`config.mk`:
```
export PLATFORM = sky130hd
export DESIGN_NAME = i2c_bus_master_sequencer
export DESIGN_NICKNAME = d
export VERILOG_FILES = /design/src/rtl/i2cbm_pkg.sv /design/src/rtl/i2c_bus_master_sequencer.sv /design/src/rtl/i2cbm_front.sv /design/src/rtl/i2cbm_back.sv
export VERILOG_INCLUDE_DIRS = /design/src /design/src/rtl
export SDC_FILE = /design/constraint.sdc
export NUM_CORES = 1
export LEC_CHECK = 0
export BUFFER_PORTS_ARGS = -buffer_cell sky130_fd_sc_hd__buf_2
export CAP_MARGIN = 20
export CORE_MARGIN = 2
export CORE_UTILIZATION = 49
export CTS_BUF_LIST = sky130_fd_sc_hd__clkbuf_8
export DETAILED_ROUTE_END_ITERATION = 8
export PLACE_DENSITY_LB_ADDON = 0.05
export SYNTH_ARGS = -nofsm -noshare
export SYNTH_HDL_FRONTEND = slang
export SYNTH_HIERARCHICAL = 1
export SYNTH_SLANG_ARGS = --single-unit
export TNS_END_PERCENT = 5
```
`constraint.sdc`:
```
create_clock -name clk -period 3.3 [get_ports clk]
set_input_delay 0.825 -clock clk [delete_from_list [all_inputs] [get_ports clk]]
set_output_delay 0.825 -clock clk [all_outputs]
set_load 0.02 [all_outputs]
```
`src/rtl/i2c_bus_master_sequencer_macros.svh`:
```
// assertion macros for the i2c bus master sequencer
// used by the top level only, expects clk and rst in scope
`ifndef I2C_BUS_MASTER_SEQUENCER_MACROS_SVH
`define I2C_BUS_MASTER_SEQUENCER_MACROS_SVH

// condition holds in the same cycle
`define I2CBM_ASSERT_SAME(lbl, ante, cons, msg) \
  lbl: assert property (@(posedge clk) disable iff (rst) (ante) |-> (cons)) \
    else $error(msg);

// condition holds in the following cycle
`define I2CBM_ASSERT_NEXT(lbl, ante, cons, msg) \
  lbl: assert property (@(posedge clk) disable iff (rst) (ante) |=> (cons)) \
    else $error(msg);

`endif

```
`src/rtl/i2cbm_pkg.sv`:
```
// shared types and constants of the i2c bus master sequencer
// no dependencies
package i2cbm_pkg;

  localparam int BITS_PER_BYTE_DEF = 8;
  localparam int CNT_W             = 4;
  localparam logic [7:0] ACK_WAIT_RESET = 8'd250;

  // command classes handed from front to back
  localparam logic [2:0] CLS_NONE  = 3'd0;
  localparam logic [2:0] CLS_START = 3'd1;
  localparam logic [2:0] CLS_STOP  = 3'd2;
  localparam logic [2:0] CLS_WRITE = 3'd3;
  localparam logic [2:0] CLS_WACK  = 3'd4;
  localparam logic [2:0] CLS_READ  = 3'd5;

  // what follows the data bits of a read
  localparam logic [1:0] TAIL_ACK  = 2'd0;
  localparam logic [1:0] TAIL_NACK = 2'd1;
  localparam logic [1:0] TAIL_NONE = 2'd2;

  typedef struct packed {
    logic [2:0] operation;
    logic [7:0] write_data;
    logic       sda_in;
  } in_word_t;

  typedef struct packed {
    logic       scl_level;
    logic       sda_level;
    logic       sda_drive;
    logic       busy_res;
    logic       done_res;
    logic [7:0] read_data;
    logic       ack_timeout;
  } out_word_t;

  typedef struct packed {
    logic [2:0] cls;
    logic [1:0] tail;
    logic [7:0] write_data;
    logic       sda_in;
  } cmd_word_t;

  typedef struct packed {
    logic      valid;
    cmd_word_t word;
  } cmd_t;

endpackage

```
`src/rtl/i2c_bus_master_sequencer.sv`:
```
// top level of the i2c bus master sequencer: front decode queue and back sequencer
// depends on i2cbm_pkg, i2cbm_front, i2cbm_back and the macros header
//
//   channel   handshake        payload
//   input     push / full      item_in    (in_word_t)
//   result    empty / pop      result_out (out_word_t)
//   config    cfg_write        cfg_data   (ack wait limit)
//
// one word in, one word out; a pushed word is registered in the decode queue, then the
// sequencer step writes its result into the result queue, which drops empty
// sustained rate is one word per cycle while results are popped, set by the single sequencer step per cycle
// both queues hold two words, so a stalled pop backs up into full after four words
// rst is synchronous; after it the line registers are high with sda driven and both queues are empty
`include "i2c_bus_master_sequencer_macros.svh"

module i2c_bus_master_sequencer
  import i2cbm_pkg::*;
#(
  parameter int BITS_PER_BYTE = BITS_PER_BYTE_DEF
) (
  input  logic      clk,
  input  logic      rst,
  input  logic      push,
  output logic      full,
  input  in_word_t  item_in,
  output logic      empty,
  input  logic      pop,
  output out_word_t result_out,
  input  logic      cfg_write,
  input  logic [7:0] cfg_data
);

  cmd_t cmd;
  logic take;

  // decode and queue
  i2cbm_front u_front (
    .clk     (clk),
    .rst     (rst),
    .push    (push),
    .full    (full),
    .item_in (item_in),
    .cmd     (cmd),
    .take    (take)
  );

  // sequencer and result queue
  i2cbm_back #(
    .BITS_PER_BYTE (BITS_PER_BYTE)
  ) u_back (
    .clk        (clk),
    .rst        (rst),
    .cfg_write  (cfg_write),
    .cfg_data   (cfg_data),
    .cmd        (cmd),
    .take       (take),
    .empty      (empty),
    .pop        (pop),
    .result_out (result_out)
  );

  // checks
  `I2CBM_ASSERT_SAME(a_take_valid, take, cmd.valid, "sequencer took from an empty queue")
  `I2CBM_ASSERT_NEXT(a_hold_result, !empty && !pop, !empty, "waiting result word was lost")
  `I2CBM_ASSERT_SAME(a_done_idle, !empty && result_out.done_res, !result_out.busy_res, "done while busy")

endmodule

```
`src/rtl/i2cbm_front.sv`:
```
// front end: accepts words, decodes the operation and queues them
// depends on i2cbm_pkg
module i2cbm_front
  import i2cbm_pkg::*;
(
  input  logic     clk,
  input  logic     rst,
  input  logic     push,
  output logic     full,
  input  in_word_t item_in,
  output cmd_t     cmd,
  input  logic     take
);

  localparam logic [2:0] OP_NONE  = 3'd0;
  localparam logic [2:0] OP_START = 3'd1;
  localparam logic [2:0] OP_STOP  = 3'd2;
  localparam logic [2:0] OP_WRITE = 3'd3;
  localparam logic [2:0] OP_WACK  = 3'd4;
  localparam logic [2:0] OP_RACK  = 3'd5;
  localparam logic [2:0] OP_RNACK = 3'd6;
  localparam logic [2:0] OP_RONLY = 3'd7;

  cmd_word_t  dec;
  cmd_word_t  q [2];
  logic       wr_ptr;
  logic       rd_ptr;
  logic [1:0] count;
  logic       push_ok;
  logic       take_ok;

  // operation decode
  always_comb begin
    dec.write_data = item_in.write_data;
    dec.sda_in     = item_in.sda_in;
    dec.tail       = TAIL_NONE;
    unique case (item_in.operation)
      OP_NONE:  dec.cls = CLS_NONE;
      OP_START: dec.cls = CLS_START;
      OP_STOP:  dec.cls = CLS_STOP;
      OP_WRITE: dec.cls = CLS_WRITE;
      OP_WACK:  dec.cls = CLS_WACK;
      OP_RACK: begin
        dec.cls  = CLS_READ;
        dec.tail = TAIL_ACK;
      end
      OP_RNACK: begin
        dec.cls  = CLS_READ;
        dec.tail = TAIL_NACK;
      end
      OP_RONLY: dec.cls = CLS_READ;
      default:  dec.cls = CLS_NONE;
    endcase
  end

  assign full    = (count == 2'd2);
  assign push_ok = push && !full;
  assign take_ok = take && (count != 2'd0);

  assign cmd.valid = (count != 2'd0);
  assign cmd.word  = q[rd_ptr];

  // queue storage
  always_ff @(posedge clk) begin
    if (push_ok) begin
      q[wr_ptr] <= dec;
    end
  end

  // queue pointers
  always_ff @(posedge clk) begin
    if (rst) begin
      wr_ptr <= 1'b0;
      rd_ptr <= 1'b0;
      count  <= 2'd0;
    end else begin
      if (push_ok) begin
        wr_ptr <= !wr_ptr;
      end
      if (take_ok) begin
        rd_ptr <= !rd_ptr;
      end
      count <= count + {1'b0, push_ok} - {1'b0, take_ok};
    end
  end

endmodule

```
`src/rtl/i2cbm_back.sv`:
```
// back end: line sequencer, one phase per word, and the result queue
// depends on i2cbm_pkg
module i2cbm_back
  import i2cbm_pkg::*;
#(
  parameter int BITS_PER_BYTE = BITS_PER_BYTE_DEF
) (
  input  logic      clk,
  input  logic      rst,
  input  logic      cfg_write,
  input  logic [7:0] cfg_data,
  input  cmd_t      cmd,
  output logic      take,
  output logic      empty,
  input  logic      pop,
  output out_word_t result_out
);

  localparam logic [3:0] PH_IDLE   = 4'd0;
  localparam logic [3:0] PH_ST1    = 4'd1;
  localparam logic [3:0] PH_ST2    = 4'd2;
  localparam logic [3:0] PH_SP1    = 4'd3;
  localparam logic [3:0] PH_SP2    = 4'd4;
  localparam logic [3:0] PH_SP3    = 4'd5;
  localparam logic [3:0] PH_WA1    = 4'd6;
  localparam logic [3:0] PH_WAP    = 4'd7;
  localparam logic [3:0] PH_WB_HI  = 4'd8;
  localparam logic [3:0] PH_WB_LO  = 4'd9;
  localparam logic [3:0] PH_WB_SET = 4'd10;
  localparam logic [3:0] PH_RD_HI  = 4'd11;
  localparam logic [3:0] PH_RD_LO  = 4'd12;
  localparam logic [3:0] PH_RA_SET = 4'd13;
  localparam logic [3:0] PH_RA_HI  = 4'd14;
  localparam logic [3:0] PH_RA_LO  = 4'd15;

  localparam logic [CNT_W-1:0] LAST_IDX = CNT_W'(BITS_PER_BYTE - 1);

  logic [7:0]       ack_wait_limit;
  logic [3:0]       phase, phase_next;
  logic [1:0]       tail, tail_next;
  logic [CNT_W-1:0] bit_counter, bit_counter_next;
  logic [7:0]       shift_byte, shift_byte_next;
  logic [7:0]       wait_counter, wait_counter_next;
  logic             scl_reg, scl_reg_next;
  logic             sda_reg, sda_reg_next;
  logic             drive_reg, drive_reg_next;
  logic             timeout_flag, timeout_flag_next;
  logic [7:0]       read_hold, read_hold_next;
  logic             done;
  logic             last_bit;
  logic [8:0]       wait_inc;
  logic [7:0]       rd_shift;
  cmd_word_t        cw;
  out_word_t        res;

  out_word_t  oq [2];
  logic       owr_ptr;
  logic       ord_ptr;
  logic [1:0] ocount;
  logic       pop_ok;

  assign cw       = cmd.word;
  assign last_bit = (bit_counter == LAST_IDX);
  assign wait_inc = {1'b0, wait_counter} + 9'd1;
  assign rd_shift = {shift_byte[6:0], cw.sda_in};

  // result queue handshake
  assign empty  = (ocount == 2'd0);
  assign pop_ok = pop && !empty;
  assign take   = cmd.valid && ((ocount != 2'd2) || pop_ok);
  assign result_out = oq[ord_ptr];

  // configuration register
  always_ff @(posedge clk) begin
    if (rst) begin
      ack_wait_limit <= ACK_WAIT_RESET;
    end else if (cfg_write) begin
      ack_wait_limit <= cfg_data;
    end
  end

  // next phase and line levels
  always_comb begin
    phase_next        = phase;
    tail_next         = tail;
    bit_counter_next  = bit_counter;
    shift_byte_next   = shift_byte;
    wait_counter_next = wait_counter;
    scl_reg_next      = scl_reg;
    sda_reg_next      = sda_reg;
    drive_reg_next    = drive_reg;
    timeout_flag_next = timeout_flag;
    read_hold_next    = read_hold;
    done              = 1'b0;
    unique case (phase)
      PH_IDLE: begin
        unique case (cw.cls)
          CLS_START: begin
            drive_reg_next = 1'b1;
            scl_reg_next   = 1'b1;
            sda_reg_next   = 1'b1;
            phase_next     = PH_ST1;
          end
          CLS_STOP: begin
            drive_reg_next = 1'b1;
            scl_reg_next   = 1'b0;
            sda_reg_next   = 1'b0;
            phase_next     = PH_SP1;
          end
          CLS_WRITE: begin
            bit_counter_next = '0;
            drive_reg_next   = 1'b1;
            scl_reg_next     = 1'b0;
            sda_reg_next     = cw.write_data[7];
            shift_byte_next  = {cw.write_data[6:0], 1'b0};
            phase_next       = PH_WB_HI;
          end
          CLS_WACK: begin
            drive_reg_next    = 1'b0;
            sda_reg_next      = 1'b1;
            timeout_flag_next = 1'b0;
            wait_counter_next = '0;
            phase_next        = PH_WA1;
          end
          CLS_READ: begin
            tail_next        = cw.tail;
            shift_byte_next  = '0;
            bit_counter_next = '0;
            drive_reg_next   = 1'b0;
            scl_reg_next     = 1'b0;
            phase_next       = PH_RD_HI;
          end
          default: begin
          end
        endcase
      end
      PH_ST1: begin
        sda_reg_next = 1'b0;
        phase_next   = PH_ST2;
      end
      PH_ST2: begin
        scl_reg_next = 1'b0;
        done         = 1'b1;
      end
      PH_SP1: phase_next = PH_SP2;
      PH_SP2: begin
        scl_reg_next = 1'b1;
        sda_reg_next = 1'b1;
        phase_next   = PH_SP3;
      end
      PH_SP3: done = 1'b1;
      PH_WA1: begin
        scl_reg_next = 1'b1;
        phase_next   = PH_WAP;
      end
      // poll for ack, stop on timeout
      PH_WAP: begin
        if (!cw.sda_in) begin
          scl_reg_next = 1'b0;
          done         = 1'b1;
        end else if (wait_inc > {1'b0, ack_wait_limit}) begin
          timeout_flag_next = 1'b1;
          drive_reg_next    = 1'b1;
          scl_reg_next      = 1'b0;
          sda_reg_next      = 1'b0;
          phase_next        = PH_SP1;
        end else begin
          wait_counter_next = wait_inc[7:0];
        end
      end
      PH_WB_HI: begin
        scl_reg_next = 1'b1;
        phase_next   = PH_WB_LO;
      end
      PH_WB_LO: begin
        scl_reg_next = 1'b0;
        if (last_bit) begin
          done = 1'b1;
        end else begin
          bit_counter_next = bit_counter + 1'b1;
          phase_next       = PH_WB_SET;
        end
      end
      PH_WB_SET: begin
        sda_reg_next    = shift_byte[7];
        shift_byte_next = {shift_byte[6:0], 1'b0};
        phase_next      = PH_WB_HI;
      end
      // sample one data bit on the high clock
      PH_RD_HI: begin
        scl_reg_next    = 1'b1;
        shift_byte_next = rd_shift;
        if (last_bit) begin
          if (tail == TAIL_NONE) begin
            read_hold_next = rd_shift;
            done           = 1'b1;
          end else begin
            phase_next = PH_RA_SET;
          end
        end else begin
          bit_counter_next = bit_counter + 1'b1;
          phase_next       = PH_RD_LO;
        end
      end
      PH_RD_LO: begin
        scl_reg_next = 1'b0;
        phase_next   = PH_RD_HI;
      end
      PH_RA_SET: begin
        drive_reg_next = 1'b1;
        scl_reg_next   = 1'b0;
        sda_reg_next   = (tail != TAIL_ACK);
        phase_next     = PH_RA_HI;
      end
      PH_RA_HI: begin
        scl_reg_next = 1'b1;
        phase_next   = PH_RA_LO;
      end
      PH_RA_LO: begin
        scl_reg_next   = 1'b0;
        read_hold_next = shift_byte;
        done           = 1'b1;
      end
      default: phase_next = PH_IDLE;
    endcase
    if (done) begin
      phase_next = PH_IDLE;
    end
  end

  // result word for this tick
  always_comb begin
    res.scl_level   = scl_reg_next;
    res.sda_level   = sda_reg_next;
    res.sda_drive   = drive_reg_next;
    res.busy_res    = (phase_next != PH_IDLE);
    res.done_res    = done;
    res.read_data   = read_hold_next;
    res.ack_timeout = timeout_flag_next;
  end

  // sequencer state
  always_ff @(posedge clk) begin
    if (rst) begin
      phase        <= PH_IDLE;
      tail         <= TAIL_ACK;
      bit_counter  <= '0;
      shift_byte   <= '0;
      wait_counter <= '0;
      scl_reg      <= 1'b1;
      sda_reg      <= 1'b1;
      drive_reg    <= 1'b1;
      timeout_flag <= 1'b0;
      read_hold    <= '0;
    end else if (take) begin
      phase        <= phase_next;
      tail         <= tail_next;
      bit_counter  <= bit_counter_next;
      shift_byte   <= shift_byte_next;
      wait_counter <= wait_counter_next;
      scl_reg      <= scl_reg_next;
      sda_reg      <= sda_reg_next;
      drive_reg    <= drive_reg_next;
      timeout_flag <= timeout_flag_next;
      read_hold    <= read_hold_next;
    end
  end

  // result queue storage
  always_ff @(posedge clk) begin
    if (take) begin
      oq[owr_ptr] <= res;
    end
  end

  // result queue pointers
  always_ff @(posedge clk) begin
    if (rst) begin
      owr_ptr <= 1'b0;
      ord_ptr <= 1'b0;
      ocount  <= 2'd0;
    end else begin
      if (take) begin
        owr_ptr <= !owr_ptr;
      end
      if (pop_ok) begin
        ord_ptr <= !ord_ptr;
      end
      ocount <= ocount + {1'b0, take} - {1'b0, pop_ok};
    end
  end

endmodule
```
==> results.md, run 1 <==
* Via count at 3965
* Setup Viol. Count Final at 0
* First-pass GRT wire length at 17.99 mm
* Element type at the critical path end: register
* Top fanout value on the critical path at 6
* Post-CTS Resized at 0
* TNS Setup at 0 ns
* Setup fix buffers added after clock tree synthesis at 0
* Vertical extent of the die at 109.4 µm
* Post-detailed-route DRC marker count at 0
* Count of yosys warnings during synthesis at 6
* Routed length per instance at approximately 15 µm
* Number of port buffers at 40
* Distinct cell type count of the synthesized netlist at 60
* Worst relative slew slack at 45.04%
* Highest clock frequency the design can meet at 0.3284 GHz
* Number of hold buffers added after cts at 0
* H-tree depth at 3
* Layout Skew at 0.01302 ns
* Final-report hold violation count at 0
* Buffer levels on the longest clock path at 2
* Share of flip-flops with an asynchronous set or reset after synthesis at 0%
* Initial Utilization at between 50% and 60%
* GRT Residual Overflow at 0
* Area of the mapped netlist at 5443 µm²
* Core occupancy in the finished layout at 54.91%
* Commonest register cell after synthesis: sky130_fd_sc_hd__edfxtp_1
* Number of global-route vias before repair at 3643
* Highest ir drop seen on vdd at 431.0 µV
* Boundary pin count at 41
* Min-Delay Path Class: register to register
* Clock transition at path regs at 0.10 ns
* Antenna violations before repair at 0
* Post-Synthesis Net Count at 563
* Share of post-route cells with drive strength above 1 at 18.39%
* Worst-skew pair later-pin latency at roughly 0.38 ns
* Placement row count at 38
* Clock tree from TritonCTS: done
* Outcome: finished clean
* Worst EP required at 3.61 ns
* Overall fraction of global-route tracks in use at 19.41%
* Overall die width at 109.4 µm
* Clock period minus final worst setup slack at 3.045 ns
* Post-DR vias/cell at 5.664
* Number of cells produced by synthesis at 523
* Pin count of the biggest net entering global routing at 35
* HPWL reported at the end of detailed placement at 7.545 mm
* Slew at the pin closest to its max-slew limit at between 0.8 and 0.9 ns
* Number of nets in the finished design at roughly 600
* Max-cap viol count at 0
* TritonCTS sink count at 112
* Seq/Total Area, Yosys at about half
* Post-detailed-route count of antenna-violating nets at 0
* TritonCTS Buffers at 9
* Biggest regs: u_back/oq: 28 flops, u_front/q: 28 flops
* Post-route total power at 4834 µW
* Leak pwr at approximately 0.0023 µW
* Post-synthesis area per instance at 10.41 µm²
* Filler instances at slightly below 1000
* Area growth syn-to-layout at 9.356%
* R2R Setup Slk at 0.25 ns
* DRT Wirelength at 10.81 mm
* Area of the die at 11970 µm²
* Detailed Route Iter0 Violations at 301
* Root Buffer: sky130_fd_sc_hd__clkbuf_8
* Ant diodes at 0
* Final period utilization at 92.29%
* Core region area at 10840 µm²
* Crit path launch type: register
* Slew Viols, Final at 0
* Routability cong. at between 0.9 and 1
* Setup repair after global routing missed its margin: no
* Setup CP Type: register to register
* Number of flops mapped to enable cells by yosys at 56
* Number of detailed-route iterations in the first pass at 5
* Pwr dens at roughly 810 nW/µm²
* Number of storage elements in the synthesis netlist at 112
* Worst Path Arrival at about 3.4 ns
[report_power, final]
| group | switching [µW] | internal [µW] |
|---|---|---|
| combinational | 1150 | 783 |
| clock | 435 | 345 |
| sequential | 258 | 1860 |
| total | 1840 | 2990 |
[stage by stage]
stage | cells | instance area [µm²] | hold WS (ns) | worst slack [ns]
detailed placement | 684 | 5756 | 0.4735 | 0.2372
CTS | 700 | 5943 | 0.4878 | 0.2019
floorplan | 523 | 5443 | 0.4501 | 0.5208
finish | 700 | 5952 | 0.4943 | 0.2546
global placement | 684 | 5756 | 0.4628 | 0.3368
global route | 700 | 5952 | 0.5188 | 0.01511
[area by class of cell]
| cell class | count | area (µm²) | area share [%] |
|---|---|---|---|
| Tap cell | 140 | 175.2 | 2.943 |
| Inverter | 34 | 127.6 | 2.144 |
| Clock buffer | 9 | 123.9 | 2.081 |
| Multi-Input combinational cell | 351 | 2406 | 40.42 |
| Timing Repair Buffer | 47 | 252.7 | 4.246 |
| Clock inverter | 7 | 63.81 | 1.072 |
| Sequential cell | 112 | 2803 | 47.09 |
[cell usage in the layout (no fill, tap or decap), types with 12 or more instances in the layout]
cell type	count
sky130_fd_sc_hd__dfxtp_1	56
sky130_fd_sc_hd__edfxtp_1	56
sky130_fd_sc_hd__nor2_1	53
sky130_fd_sc_hd__buf_2	40
sky130_fd_sc_hd__inv_1	34
sky130_fd_sc_hd__nand2_1	30
sky130_fd_sc_hd__mux2_2	28
sky130_fd_sc_hd__a21oi_1	27
sky130_fd_sc_hd__o21ai_0	22
sky130_fd_sc_hd__a211oi_1	21
sky130_fd_sc_hd__ha_1	15
sky130_fd_sc_hd__nand3_1	12
[critical path: stages, from the launching register on]
cell and delay (ns):
sky130_fd_sc_hd__dfxtp_1 0.43, sky130_fd_sc_hd__nand3_1 0.22, sky130_fd_sc_hd__nor2_1 0.27, sky130_fd_sc_hd__nand3_1 0.13
sky130_fd_sc_hd__xnor2_1 0.15, sky130_fd_sc_hd__ha_1 0.31, sky130_fd_sc_hd__and3_1 0.19, sky130_fd_sc_hd__nand4_1 0.12
sky130_fd_sc_hd__a32oi_2 0.26, sky130_fd_sc_hd__nand2_1 0.21, sky130_fd_sc_hd__or4_1 0.55, sky130_fd_sc_hd__a21oi_1 0.15
[cell families (layout without fill, tap and decap cells)]
family	Yosys count	in the layout	share of synthesized area, %
flip-flops	112	112	51.49
multiplexers	32	32	6.529
adder cells (fa/ha/maj)	15	15	3.448
buffers and inverters	60	97	4.460
XOR/XNOR	16	16	2.575
AO/OA/AOI/OAI	130	130	16.44
AND/OR/NAND/NOR	158	158	15.06
[path summary, 6_finish.rpt]
path / from / depth (start not counted) / endpoint
max reg2reg: u_back/wait_counter[2] / 11 / u_back/wait_counter[0]
max: u_back/wait_counter[2] / 11 / u_back/wait_counter[0]
min: u_back/ack_wait_limit[4] / 2 / u_back/ack_wait_limit[4]
min reg2reg: u_back/ack_wait_limit[4] / 2 / u_back/ack_wait_limit[4]
[synth_stat cells (7+ instances only)]
cell                        n  area, µm²
sky130_fd_sc_hd__dfxtp_1   56       1121
sky130_fd_sc_hd__edfxtp_1  56       1682
sky130_fd_sc_hd__nor2_1    53      198.9
sky130_fd_sc_hd__inv_1     32      120.1
sky130_fd_sc_hd__nand2_1   30      112.6
sky130_fd_sc_hd__mux2_2    28      315.3
sky130_fd_sc_hd__a21oi_1   27      135.1
sky130_fd_sc_hd__o21ai_0   22      110.1
sky130_fd_sc_hd__a211oi_1  21      157.7
sky130_fd_sc_hd__clkbuf_1  16      60.06
sky130_fd_sc_hd__ha_1      15      187.7
sky130_fd_sc_hd__nand3_1   12      60.06
sky130_fd_sc_hd__nor2b_1   10      62.56
sky130_fd_sc_hd__xnor2_1   10      87.58
sky130_fd_sc_hd__a222oi_1   9      90.09
sky130_fd_sc_hd__a22oi_1    9      67.56
sky130_fd_sc_hd__nand4_1    9      56.30
sky130_fd_sc_hd__nor3_1     9      45.04
sky130_fd_sc_hd__buf_2      8      40.04
sky130_fd_sc_hd__o211ai_1   8      60.06
sky130_fd_sc_hd__a31oi_1    7      43.79
[per-layer routing]
metal  wire, µm  share of wire, %  GRT usage (%)
met5          0                 0              0
met4        117               1.1          6.691
met3        465               4.3          4.268
met2       4981                46          29.59
met1       5246                49          27.36
Note: power is estimated with default switching activity, not from simulation.
==> run 2: changes to the inputs <==
--- a/config.mk
+++ b/config.mk
@@ -8,6 +8,8 @@
 export LEC_CHECK = 0
 export BUFFER_PORTS_ARGS = -buffer_cell sky130_fd_sc_hd__buf_2
 export CAP_MARGIN = 20
+export CELL_PAD_IN_SITES_DETAIL_PLACEMENT = 0
+export CELL_PAD_IN_SITES_GLOBAL_PLACEMENT = 1
 export CORE_MARGIN = 2
 export CORE_UTILIZATION = 49
 export CTS_BUF_LIST = sky130_fd_sc_hd__clkbuf_8
==> constraint.sdc (replaced) <==
create_clock -name clk -period 3.3 [get_ports clk]
set_input_delay 0.825 -clock clk [delete_from_list [all_inputs] [get_ports clk]]
set_output_delay 0.825 -clock clk [all_outputs]
set_load 0.1 [all_outputs]
==> run 2 against run 1 <==
  * Clock-buffer cell count stayed put
  * Fmax about the same
  * Utilization rose by 0.51 points
  * Critical path depth unchanged
  * Clock power increased by 14%
  * Register-to-register slack about the same
  * Final cell count rose by 0.43%
  * Non-clock buffer count is 3 higher
  * Clock skew down 0.00091 ns
  * Power grew 16%
  * Via count increased by 2.0%
  * Hold slack better by 0.0014 ns
  * Critical path type unchanged
  * Critical endpoint unchanged
==> results.md, run 2 (synthesized netlist as in run 1, its figures left out) <==
* TritonCTS sink count at 112
* Boundary pin count at 41
* Worst-skew pair later-pin latency at 0.39 ns
* Pwr dens at 931.0 nW/µm²
* Routability cong. at 0.9270
* TNS Setup at 0 ns
* Ant diodes at 0
* Fraction of power consumed by the clock network at 15.9%
* Setup CP Type: register to register
* Biggest regs: u_back/oq: 28 flops, u_front/q: 28 flops
* Area of the die at 11970 µm²
* Net switching component of the power at approximately 2500 µW
* Layout Skew at 0.01212 ns
* Vertical extent of the die at around 110 µm
* Core occupancy in the finished layout at 55.41%
* Post-detailed-route DRC marker count at 0
* Setup fix buffers added after clock tree synthesis at 0
* Crit Reg-Reg Startpoint: u_back/wait_counter[2]
* R2R Setup Slk at 0.26 ns
* Slew Viols, Final at 0
* Element type at the critical path end: register
* Min-Delay Path Class: register to register
* Max-cap viol count at 0
* Share of post-route cells with drive strength above 1 at between 10% and 20%
* H-tree depth at 3
* Clock period minus final worst setup slack at between 3 and 4 ns
* Worst relative slew slack at 45.93%
* Post-DR vias/cell at 5.752
* Number of nets in the finished design at approximately 600
* Worst Path Arrival at approximately 3.4 ns
* Antenna violations before repair at 0
* Filler instances at between 900 and 1000
* Placed Area at 5778 µm²
* R2R Path End: u_back/wait_counter[0]
* Internal power contribution at 3090 µW
* Dpl cells at 687
* Overall fraction of global-route tracks in use at 19.33%
* Finished Cell Area at 6007 µm²
* Placement row count at 38
* Hold path cells at 2
* Final-report hold violation count at 0
* Length in cells of the worst reg-to-reg path at 11
* TritonCTS Buffers at 9
* Highest ir drop seen on vdd at 685.2 µV
* Outcome: finished clean
* Core region area at 10840 µm²
* Slew at the pin closest to its max-slew limit at 0.8099 ns
* Pin count of the biggest net entering global routing at 37
* Area growth syn-to-layout at 10.37%
* Share of power burned in combinational logic at 47.0%
* Crit path launch type: register
* Clock tree from TritonCTS: done
* Buffer levels on the longest clock path at 2
* Worst EP required at 3.63 ns
* Top fanout value on the critical path at 6
* Hold Crit Start: u_back/ack_wait_limit[3]
* Post-detailed-route count of antenna-violating nets at 0
* Final period utilization at 92.24%
* HPWL reported at the end of detailed placement at 7.665 mm
* Final Non-Filler Cells at about 700
* Via count at roughly 4000
* Root Buffer: sky130_fd_sc_hd__clkbuf_8
* Routed length per instance at around 15 µm
* Clock transition at path regs at 0.11 ns
* GRT Residual Overflow at 0
* Number of port buffers at 40
* Number of detailed-route iterations in the first pass at 5
* DRT Wirelength at 10.89 mm
* Overall die width at 109.4 µm
* Highest clock frequency the design can meet at about 0.33 GHz
* Detailed Route Iter0 Violations at about 370
* Net switching fraction of the power at 44.75%
* Portion of total power attributed to sequential cells at 37.2%
* Number of global-route vias before repair at 3540
* Most used cells in the layout excluding fill and tap cells: sky130_fd_sc_hd__dfxtp_1 (56), sky130_fd_sc_hd__edfxtp_1 (56), sky130_fd_sc_hd__nor2_1 (53)
* Hold Path Sink: u_back/ack_wait_limit[3]
* Leak pwr at 0.002328 µW
* Initial Utilization at between 50 and 60%
* Setup Viol. Count Final at 0
* First-pass GRT wire length at roughly 18 mm
## run 2: what timing repair did
action                                  CTS  global route
resized for setup                         0             1
endpoints found under the setup margin    0             1
hold buffers                              0             0
## run 2: power by group through the flow
stage          logic [µW]  registers, µW  clock network [µW]
6_report             2630           2080                 887
5_1_grt              2850           2120                 970
4_1_cts              2630           2080                 917
3_5_place_dp         2620           2110                   0
3_3_place_gp         2600           2100                   0
2_1_floorplan        2180           2020                   0
## run 2: through the flow
step                worst slack, ns  hold WS, ns  total power, µW
detailed placement           0.2423       0.4805             4727
finish                       0.2562       0.4957             5592
global route              -0.006035       0.5168             5936
CTS                          0.2097       0.4944             5624
global placement             0.3186       0.4626             4697
floorplan                    0.4731       0.4501             4201
## run 2: final cells by class
class	count	area, µm²	area share (%)
Timing Repair Buffer	50	275.3	4.582
Inverter	34	127.6	2.125
Clock inverter	7	97.59	1.625
Tap cell	140	175.2	2.916
Multi-Input combinational cell	351	2405	40.03
Clock buffer	9	123.9	2.062
Sequential cell	112	2803	46.66
## run 2: worst max-delay path, stage by stage, from the launching register on
cell	delay, ns
sky130_fd_sc_hd__dfxtp_1	0.43
sky130_fd_sc_hd__nand3_1	0.21
sky130_fd_sc_hd__nor2_1	0.26
sky130_fd_sc_hd__nand3_1	0.13
sky130_fd_sc_hd__xnor2_1	0.16
sky130_fd_sc_hd__ha_1	0.31
sky130_fd_sc_hd__and3_1	0.17
sky130_fd_sc_hd__nand4_1	0.11
sky130_fd_sc_hd__a32oi_2	0.28
sky130_fd_sc_hd__nand2_1	0.23
sky130_fd_sc_hd__or4_1	0.54
sky130_fd_sc_hd__a21oi_1	0.16
## run 2: per-layer routing
metal,GRT usage [%],vias up,share of wire (%)
li1,-,2012,-
met1,26.64,1910,48
met2,29.23,110,46
met3,5.157,12,5.1
met4,7.233,0,1.4
met5,0,-,0
## run 2: worst max-delay path by stage
stage,start,endpoint,slack [ns],cells after the start
global route,u_back/wait_counter[2],u_back/wait_counter[0],-0.006,11
detailed placement,u_back/wait_counter[2],u_back/wait_counter[0],0.24,11
floorplan,u_back/ocount[0],u_back/ocount[1],0.47,8
finish,u_back/wait_counter[2],u_back/wait_counter[0],0.26,11
global placement,u_back/wait_counter[2],u_back/wait_counter[0],0.32,11
CTS,u_back/wait_counter[2],u_back/wait_counter[0],0.21,11
